<file path="src/hdl/cmfs_pkg.sv">
// shared types and constants for cube map face selection
package cmfs_pkg;

	localparam int DIR_BITS_DEF      = 16;
	localparam int MAX_FACE_SIZE_DEF = 4096;
	localparam int REG_W             = 13;
	localparam int CFG_IDX_W         = 1;

	localparam logic [REG_W-1:0] SIZE_RESET = 13'd16;

	typedef enum logic [2:0] {
		FACE_POS_X = 3'd0,
		FACE_NEG_X = 3'd1,
		FACE_POS_Y = 3'd2,
		FACE_NEG_Y = 3'd3,
		FACE_POS_Z = 3'd4,
		FACE_NEG_Z = 3'd5
	} face_t;

	typedef enum logic [CFG_IDX_W-1:0] {
		REG_FACE_WIDTH  = 1'b0,
		REG_FACE_HEIGHT = 1'b1
	} cfg_reg_t;

	typedef struct packed {
		logic  vld;
		face_t face;
		logic  zero;
	} side_t;

endpackage

</file>
<file path="src/hdl/cmfs_if.sv">
// word channels: direction in, face and texel address out
interface cmfs_dir_if import cmfs_pkg::*; #(
	parameter int DIR_BITS = DIR_BITS_DEF
);
	logic                       valid;
	logic                       ready;
	logic signed [DIR_BITS-1:0] dir_x;
	logic signed [DIR_BITS-1:0] dir_y;
	logic signed [DIR_BITS-1:0] dir_z;

	modport source (output valid, output dir_x, output dir_y, output dir_z, input ready);
	modport sink (input valid, input dir_x, input dir_y, input dir_z, output ready);
endinterface

interface cmfs_res_if import cmfs_pkg::*; #(
	parameter int TEXEL_W = 12
);
	logic               valid;
	logic               ready;
	face_t              face;
	logic [TEXEL_W-1:0] texel_col;
	logic [TEXEL_W-1:0] texel_row;
	logic               zero_vector;

	modport source (output valid, output face, output texel_col, output texel_row,
		output zero_vector, input ready);
	modport sink (input valid, input face, input texel_col, input texel_row,
		input zero_vector, output ready);
endinterface

</file>
<file path="src/hdl/cmfs_major.sv">
// magnitudes, major axis pick and biased face coordinates
module cmfs_major import cmfs_pkg::*; #(
	parameter int DIR_BITS = DIR_BITS_DEF
) (
	input  logic                       clk,
	input  logic                       arst_n,
	input  logic                       en,
	input  logic                       in_vld,
	input  logic signed [DIR_BITS-1:0] x,
	input  logic signed [DIR_BITS-1:0] y,
	input  logic signed [DIR_BITS-1:0] z,
	output side_t                      side_s2,
	output logic [DIR_BITS-1:0]        ma_s2,
	output logic [DIR_BITS:0]          sum_sc_s2,
	output logic [DIR_BITS:0]          sum_tc_s2
);

	localparam int EW = DIR_BITS + 2;

	function automatic logic [DIR_BITS-1:0] mag(input logic signed [DIR_BITS-1:0] v);
		logic signed [DIR_BITS-1:0] n;
		n = -v;
		return v[DIR_BITS-1] ? n : v;
	endfunction

	logic                       vld_s1;
	logic signed [DIR_BITS-1:0] x_s1, y_s1, z_s1;
	logic [DIR_BITS-1:0]        ax_s1, ay_s1, az_s1;

	side_t                      side_d;
	logic [DIR_BITS-1:0]        ma_d;
	logic signed [EW-1:0]       xe, ye, ze, mae, sc_d, tc_d;

	always_ff @(posedge clk or negedge arst_n) begin
		if (!arst_n) begin
			vld_s1  <= 1'b0;
			side_s2 <= '0;
		end else if (en) begin
			vld_s1  <= in_vld;
			side_s2 <= side_d;
		end
	end

	always_ff @(posedge clk) begin
		if (en) begin
			x_s1      <= x;
			y_s1      <= y;
			z_s1      <= z;
			ax_s1     <= mag(x);
			ay_s1     <= mag(y);
			az_s1     <= mag(z);
			ma_s2     <= ma_d;
			sum_sc_s2 <= sc_d[DIR_BITS:0];
			sum_tc_s2 <= tc_d[DIR_BITS:0];
		end
	end

	always_comb begin
		xe  = EW'(x_s1);
		ye  = EW'(y_s1);
		ze  = EW'(z_s1);
		side_d.vld  = vld_s1;
		side_d.zero = (ax_s1 == '0) && (ay_s1 == '0) && (az_s1 == '0);
		if (ax_s1 >= ay_s1 && ax_s1 >= az_s1) begin
			ma_d = ax_s1;
			mae  = $signed({2'b00, ma_d});
			tc_d = mae - ye;
			if (x_s1[DIR_BITS-1]) begin
				side_d.face = FACE_NEG_X;
				sc_d        = mae + ze;
			end else begin
				side_d.face = FACE_POS_X;
				sc_d        = mae - ze;
			end
		end else if (ay_s1 >= az_s1) begin
			ma_d = ay_s1;
			mae  = $signed({2'b00, ma_d});
			sc_d = mae + xe;
			if (y_s1[DIR_BITS-1]) begin
				side_d.face = FACE_NEG_Y;
				tc_d        = mae - ze;
			end else begin
				side_d.face = FACE_POS_Y;
				tc_d        = mae + ze;
			end
		end else begin
			ma_d = az_s1;
			mae  = $signed({2'b00, ma_d});
			tc_d = mae - ye;
			if (z_s1[DIR_BITS-1]) begin
				side_d.face = FACE_NEG_Z;
				sc_d        = mae - xe;
			end else begin
				side_d.face = FACE_POS_Z;
				sc_d        = mae + xe;
			end
		end
	end

endmodule

</file>
<file path="src/hdl/cmfs_texel.sv">
// one texel coordinate: scale, pipelined restoring divide, clamp
module cmfs_texel import cmfs_pkg::*; #(
	parameter int DIR_BITS = DIR_BITS_DEF,
	parameter int SIZE_W   = 13,
	parameter int TEXEL_W  = 12
) (
	input  logic                clk,
	input  logic                en,
	input  logic [DIR_BITS:0]   sum,
	input  logic [DIR_BITS-1:0] ma,
	input  logic [SIZE_W-1:0]   size,
	output logic [TEXEL_W-1:0]  texel_q
);

	localparam int NUM_W = DIR_BITS + 1 + SIZE_W;

	logic [NUM_W-1:0]  rem_sd [SIZE_W];
	logic [DIR_BITS:0] den_sd [SIZE_W];
	logic [SIZE_W-1:0] quo_sd [SIZE_W+1];
	logic [SIZE_W-1:0] lim;

	assign quo_sd[0] = '0;
	assign lim       = size - SIZE_W'(1);

	// scale stage
	always_ff @(posedge clk) begin
		if (en) begin
			rem_sd[0] <= NUM_W'(sum) * NUM_W'(size);
			den_sd[0] <= {ma, 1'b0};
		end
	end

	// one quotient bit per stage, msb first
	for (genvar k = 0; k < SIZE_W; k++) begin : g_div
		localparam int B = SIZE_W - 1 - k;
		logic [NUM_W-1:0] shd;
		logic             ge;

		assign shd = NUM_W'(den_sd[k]) << B;
		assign ge  = rem_sd[k] >= shd;

		always_ff @(posedge clk) begin
			if (en) begin
				quo_sd[k+1] <= quo_sd[k] | (SIZE_W'(ge) << B);
			end
		end

		if (k < SIZE_W - 1) begin : g_rem
			always_ff @(posedge clk) begin
				if (en) begin
					rem_sd[k+1] <= ge ? rem_sd[k] - shd : rem_sd[k];
					den_sd[k+1] <= den_sd[k];
				end
			end
		end
	end

	always_ff @(posedge clk) begin
		if (en) begin
			texel_q <= (quo_sd[SIZE_W] > lim) ? TEXEL_W'(lim) : TEXEL_W'(quo_sd[SIZE_W]);
		end
	end

endmodule

</file>
<file path="src/hdl/cube_map_face_select_core.sv">
// Cube map face selection with texel addressing. One direction word is taken
// every cycle while no result word is held at the output. Each texel
// coordinate is found by an exact divide (SIZE_W = clog2(MAX_FACE_SIZE + 1)),
// a restoring divider with one quotient bit per register stage, one for
// columns and one for rows, ahead of which sit two stages of axis selection
// and one multiply stage, and behind which sits one clamp stage. The
// pipeline stalls as a whole only while a result word waits at the output.
// Face sizes are written over the cfg port: index 0 width, index 1 height,
// zero read as 1, values above MAX_FACE_SIZE saturate. Write them only while
// no word is in flight.
module cube_map_face_select_core import cmfs_pkg::*; #(
	parameter int DIR_BITS      = DIR_BITS_DEF,
	parameter int MAX_FACE_SIZE = MAX_FACE_SIZE_DEF
) (
	input  logic                 clk,
	input  logic                 arst_n,
	input  logic                 cfg_we,
	input  logic [CFG_IDX_W-1:0] cfg_idx,
	input  logic [REG_W-1:0]     cfg_data,
	cmfs_dir_if.sink             dirs,
	cmfs_res_if.source           res
);

	localparam int SIZE_W  = $clog2(MAX_FACE_SIZE + 1);
	localparam int TEXEL_W = (MAX_FACE_SIZE > 1) ? $clog2(MAX_FACE_SIZE) : 1;

	logic [REG_W-1:0]    width_q, height_q;
	logic [SIZE_W-1:0]   size_col, size_row;
	logic                en;

	side_t               side_s2;
	logic [DIR_BITS-1:0] ma_s2;
	logic [DIR_BITS:0]   sum_sc_s2, sum_tc_s2;
	side_t               side_sl [SIZE_W+2];
	side_t               side_out;
	logic [TEXEL_W-1:0]  col_q, row_q;

	// config registers
	always_ff @(posedge clk or negedge arst_n) begin
		if (!arst_n) begin
			width_q  <= SIZE_RESET;
			height_q <= SIZE_RESET;
		end else if (cfg_we) begin
			case (cfg_reg_t'(cfg_idx))
				REG_FACE_WIDTH:  width_q  <= cfg_data;
				REG_FACE_HEIGHT: height_q <= cfg_data;
				default: ;
			endcase
		end
	end

	always_comb begin
		if (width_q == '0) begin
			size_col = SIZE_W'(1);
		end else if (32'(width_q) > MAX_FACE_SIZE) begin
			size_col = SIZE_W'(MAX_FACE_SIZE);
		end else begin
			size_col = SIZE_W'(width_q);
		end
		if (height_q == '0) begin
			size_row = SIZE_W'(1);
		end else if (32'(height_q) > MAX_FACE_SIZE) begin
			size_row = SIZE_W'(MAX_FACE_SIZE);
		end else begin
			size_row = SIZE_W'(height_q);
		end
	end

	assign en         = !side_out.vld || res.ready;
	assign dirs.ready = en;

	cmfs_major #(
		.DIR_BITS(DIR_BITS)
	) u_major (
		.clk      (clk),
		.arst_n   (arst_n),
		.en       (en),
		.in_vld   (dirs.valid),
		.x        (dirs.dir_x),
		.y        (dirs.dir_y),
		.z        (dirs.dir_z),
		.side_s2  (side_s2),
		.ma_s2    (ma_s2),
		.sum_sc_s2(sum_sc_s2),
		.sum_tc_s2(sum_tc_s2)
	);

	cmfs_texel #(
		.DIR_BITS(DIR_BITS),
		.SIZE_W  (SIZE_W),
		.TEXEL_W (TEXEL_W)
	) u_col (
		.clk    (clk),
		.en     (en),
		.sum    (sum_sc_s2),
		.ma     (ma_s2),
		.size   (size_col),
		.texel_q(col_q)
	);

	cmfs_texel #(
		.DIR_BITS(DIR_BITS),
		.SIZE_W  (SIZE_W),
		.TEXEL_W (TEXEL_W)
	) u_row (
		.clk    (clk),
		.en     (en),
		.sum    (sum_tc_s2),
		.ma     (ma_s2),
		.size   (size_row),
		.texel_q(row_q)
	);

	// face, zero flag and valid ride alongside the divide lanes
	always_ff @(posedge clk or negedge arst_n) begin
		if (!arst_n) begin
			for (int k = 0; k < SIZE_W + 2; k++) begin
				side_sl[k] <= '0;
			end
		end else if (en) begin
			side_sl[0] <= side_s2;
			for (int k = 1; k < SIZE_W + 2; k++) begin
				side_sl[k] <= side_sl[k-1];
			end
		end
	end

	assign side_out        = side_sl[SIZE_W+1];
	assign res.valid       = side_out.vld;
	assign res.face        = side_out.face;
	assign res.zero_vector = side_out.zero;
	assign res.texel_col   = side_out.zero ? '0 : col_q;
	assign res.texel_row   = side_out.zero ? '0 : row_q;

`ifndef ASSERT_OFF
	a_col_in_face: assert property (@(posedge clk) disable iff (!arst_n)
		res.valid |-> (SIZE_W'(res.texel_col) < size_col))
		else $error("texel column beyond face width");

	a_row_in_face: assert property (@(posedge clk) disable iff (!arst_n)
		res.valid |-> (SIZE_W'(res.texel_row) < size_row))
		else $error("texel row beyond face height");

	a_zero_default: assert property (@(posedge clk) disable iff (!arst_n)
		(res.valid && res.zero_vector) |->
			(res.face == FACE_POS_X && res.texel_col == '0 && res.texel_row == '0))
		else $error("zero vector result not defaulted");
`endif

endmodule
</file>
<file path="src/flat_wrapper.sv">
// flat-port wrapper written by rule: the top's interface ports become plain ports
module cube_map_face_select_core_flat import cmfs_pkg::*;
#(
	parameter int DIR_BITS      = DIR_BITS_DEF,
	parameter int MAX_FACE_SIZE = MAX_FACE_SIZE_DEF
)
  (clk, arst_n, cfg_we, cfg_idx, cfg_data, dirs_valid, dirs_dir_x, dirs_dir_y, dirs_dir_z, dirs_ready, res_valid, res_face, res_texel_col, res_texel_row, res_zero_vector, res_ready);
  cmfs_dir_if #(.DIR_BITS(DIR_BITS)) dirs_i ();
  cmfs_res_if res_i ();
  input  logic clk;
  input  logic arst_n;
  input  logic cfg_we;
  input  logic [CFG_IDX_W-1:0] cfg_idx;
  input  logic [REG_W-1:0] cfg_data;
  input wire logic [$bits(dirs_i.valid)-1:0] dirs_valid;
  input wire logic [$bits(dirs_i.dir_x)-1:0] dirs_dir_x;
  input wire logic [$bits(dirs_i.dir_y)-1:0] dirs_dir_y;
  input wire logic [$bits(dirs_i.dir_z)-1:0] dirs_dir_z;
  output wire logic [$bits(dirs_i.ready)-1:0] dirs_ready;
  output wire logic [$bits(res_i.valid)-1:0] res_valid;
  output wire logic [$bits(res_i.face)-1:0] res_face;
  output wire logic [$bits(res_i.texel_col)-1:0] res_texel_col;
  output wire logic [$bits(res_i.texel_row)-1:0] res_texel_row;
  output wire logic [$bits(res_i.zero_vector)-1:0] res_zero_vector;
  input wire logic [$bits(res_i.ready)-1:0] res_ready;
  assign dirs_i.valid = dirs_valid;
  assign dirs_i.dir_x = dirs_dir_x;
  assign dirs_i.dir_y = dirs_dir_y;
  assign dirs_i.dir_z = dirs_dir_z;
  assign dirs_ready = dirs_i.ready;
  assign res_valid = res_i.valid;
  assign res_face = res_i.face;
  assign res_texel_col = res_i.texel_col;
  assign res_texel_row = res_i.texel_row;
  assign res_zero_vector = res_i.zero_vector;
  assign res_i.ready = res_ready;
  cube_map_face_select_core #(.DIR_BITS(DIR_BITS), .MAX_FACE_SIZE(MAX_FACE_SIZE)) u_core (.clk(clk), .arst_n(arst_n), .cfg_we(cfg_we), .cfg_idx(cfg_idx), .cfg_data(cfg_data), .dirs(dirs_i), .res(res_i));
endmodule
</file>
<file path="config.mk">
export PLATFORM = sky130hd
export DESIGN_NAME = cube_map_face_select_core_flat
export DESIGN_NICKNAME = d
export VERILOG_FILES = /design/src/hdl/cmfs_pkg.sv /design/src/hdl/cmfs_if.sv /design/src/hdl/cmfs_major.sv /design/src/hdl/cmfs_texel.sv /design/src/hdl/cube_map_face_select_core.sv /design/src/flat_wrapper.sv
export SDC_FILE = /design/constraint.sdc
export NUM_CORES = 2
export LEC_CHECK = 0
export ABC_CLOCK_PERIOD_IN_PS = 23500
export BUFFER_PORTS_ARGS = -buffer_cell sky130_fd_sc_hd__buf_2
export CORE_MARGIN = 2
export CORE_UTILIZATION = 45
export CTS_CLUSTER_SIZE = 14
export DETAILED_ROUTE_END_ITERATION = 8
export SYNTH_ARGS = -nofsm -noshare
export SYNTH_HDL_FRONTEND = slang
export SYNTH_HIERARCHICAL = 1
export SYNTH_SLANG_ARGS = --single-unit
</file>
<file path="constraint.sdc">
create_clock -name clk -period 23.5 [get_ports clk]
set_input_delay 4.7 -clock clk [delete_from_list [all_inputs] [get_ports clk]]
set_output_delay 4.7 -clock clk [all_outputs]
set_load 0.05 [all_outputs]
</file>
==> flow_metrics.env <==
export IMPL_maxSlewViolCount=0
export IMPL_netlist_instances=9308
export IMPL_drtAntennaViolNets=0
export IMPL_die_h_um=483
export IMPL_outcome="completed"
export IMPL_use_met1_pct=25.1
export IMPL_place_hpwl_um=184000
export IMPL_synthFlopType="edfxtp_1"
export IMPL_rows=175
export IMPL_hp_class="reg -> reg"
export IMPL_post_cts_resized=0
export IMPL_dp_slack_ns=11.88
export IMPL_grt_antenna_before_repair=6
export IMPL_vias=68545
export IMPL_layout_nets=10562
export IMPL_path_max_fanout=172
export IMPL_synth_area_leaders="edfxtp_1 (45%), ha_1 (9.0%), fa_1 (7.0%)"
export IMPL_portBuffers=96
export IMPL_globalplace_congestion=0.942
export IMPL_ctsHoldBuffers=0
export IMPL_die_w_um=483
export IMPL_clk_latency_ns=0.83
export IMPL_clock_sinks=1652
export IMPL_setup_violations=0
export IMPL_slew_headroom_pct=13.1
export IMPL_grt_busiest_layer="met2"
export IMPL_synth_top_cell_by_area="edfxtp_1"
export IMPL_io_pins=97
export IMPL_path_delay_family="buffers and inverters"
export IMPL_initial_core_util_pct=45.3
export IMPL_drt_wl_total_um=241000
export IMPL_yosysWarnings=6
export IMPL_slowest_delay_ns=0.89
export IMPL_max_freq_mhz=87.2
export IMPL_core_area_mm2=0.228
export IMPL_overflow=0
export IMPL_drt_iter0_markers=3949
export IMPL_async_flop_share_pct=6.48
export IMPL_drive_gt1_share_pct=7.52
export IMPL_crit_required_ns=18.80
export IMPL_fillCellCount=20155
export IMPL_finalCritPeriodShare_pct=48.8
export IMPL_setup_worst_path_start_class="input pin"
export IMPL_cap_violations=0
export IMPL_mostFrequentLayoutCell="edfxtp_1"
export IMPL_cp_data_arrival_time_ns=6.77
export IMPL_grt_pass1_vias=68608
export IMPL_first_pass_iters=6
export IMPL_synth_top_area_share_pct=45.0
export IMPL_worst_slack_ns=12.03
export IMPL_root_buffer="clkbuf_16"
export IMPL_drc_errors=0
export IMPL_grt_max_degree=176
export IMPL_cts_buffer_depth=3
export IMPL_critPathBufInv=4
export IMPL_hold_viol=0
export IMPL_ys_ff_latch=1652
export IMPL_syn2layout_area_growth_pct=9.42
export IMPL_wl_per_cell_um=19.2
export IMPL_clk_pin_slew_ns=0.06
export IMPL_layout_common_cells="edfxtp_1 (1,545), inv_1 (1,075), ha_1 (741)"
export IMPL_synth_distinct_cells=102
export IMPL_worstSetupPathType="in -> out"
export IMPL_rsz0062_at_grt="no"
export IMPL_grt_use_met3_pct=2.54
export IMPL_cp_slowest_cell="nor2b_4"
export IMPL_grt_usage_pct=20.5
export IMPL_synth_edf_count=1545
export IMPL_tightest_slew_ns=1.29
export IMPL_grtUsageMet2_pct=35.6
export IMPL_crit_path_end_kind="primary output"
export IMPL_fin_cells=12557
export IMPL_crit_chain="buf_2 -> nor2b_4 -> buf_4 -> inv_16 -> buf_2"
export IMPL_grt_first_pass_wirelength_um=376000
export IMPL_dpl_cell_count=12216
export IMPL_cts_tree="yes"
export IMPL_tns_ns=0
export IMPL_ys_seq_area_share_pct=47.6
export IMPL_cts_made_buffers=185
export IMPL_cts_setup_buffers=0
export IMPL_synth_nets=10476
export IMPL_finClkSkew_ns=0.0313
export IMPL_htreeDepth=4
export IMPL_crit_top_cell="buf_2"
export IMPL_dieArea_mm2=0.233
export IMPL_mappedNetlistArea_mm2=0.103
export IMPL_avgViaCountPerCell=5.46
export IMPL_avgSynthCellArea_um2=11.1
export IMPL_fin_crit_ns=11.47
metal layers:
metal,routed length (um),up-vias
met5,11,-
met4,13000,2
met3,8630,540
li1,-,33234
met1,102000,33185
met2,118000,1584
cell usage after synthesis (109+ instances only):
library cell	instances
edfxtp_1	1545
and2_1	211
o21a_1	115
mux2_2	177
xor2_1	255
nor2_1	586
clkbuf_1	203
fa_1	360
nand3_1	109
xnor2_1	385
ha_1	741
inv_1	1075
nand2_1	676
o21ai_0	387
nor3_1	144
nor2b_1	147
a21oi_1	626
a21o_1	182
kinds of logic after synthesis:
group / share of synthesized area [%]
xor gates and xnor gates: 5.43
adders and majority gates: 16.0
muxes: 2.69
and+or+nand+nor: 12.1
AOI/OAI and AO/OA: 11.3
DFF: 47.6
buffers and inverters: 4.96
registers in the layout, indices dropped and copies added (netlist names), 70 cells and up:
name / count
u_core/u_row/rem_sd: 390
u_core/u_col/rem_sd: 390
u_core/u_row/quo_sd: 91
u_core/u_col/den_sd: 208
u_core/side_sl: 70
u_core/u_row/den_sd: 208
u_core/u_col/quo_sd: 91
per-stage QoR:
step	area (um2)	hold WS (ns)	util, %
global route	113000	0.413	49.6
floorplan	103000	0.400	-
CTS	113000	0.404	49.6
detailed placement	107000	0.405	47.0
global placement	107000	0.402	47.0
finish	113000	0.409	49.6
final cells by class:
class,instances,area [um2],area share (%)
antenna,1,2.50,0.00222
clock inverter,110,1010,0.898
multi-input combinational,6321,49100,43.5
inverter,1077,4060,3.59
tap,3009,3760,3.33
sequential,1652,49100,43.5
clock buffer,230,4900,4.34
timing repair buffer,157,991,0.878
final timing paths:
path	startpoint	endpoint	slack, ns	cells after the start
min in group asynchronous	arst_n	u_core/u_major/side_s2[0]$_DFFE_PN0P_	3.88	1
max in group asynchronous	arst_n	u_core/res.zero_vector$_DFFE_PN0P_	18.26	2
hold / removal	u_core/u_col/quo_sd[88]$_DFFE_PP_	u_core/u_col/quo_sd[75]$_DFFE_PP_	0.41	0
hold reg to reg	u_core/u_col/quo_sd[88]$_DFFE_PP_	u_core/u_col/quo_sd[75]$_DFFE_PP_	0.41	0
setup / recovery	res_ready	dirs_ready	12.03	5
setup reg to reg	u_core/height_q[12]$_DFFE_PN0P_	u_core/u_row/rem_sd[0][29]$_DFFE_PP_	16.62	20
Power is not shown: default switching activity piles up to over one toggle a cycle in this logic, so the estimate is an artifact.
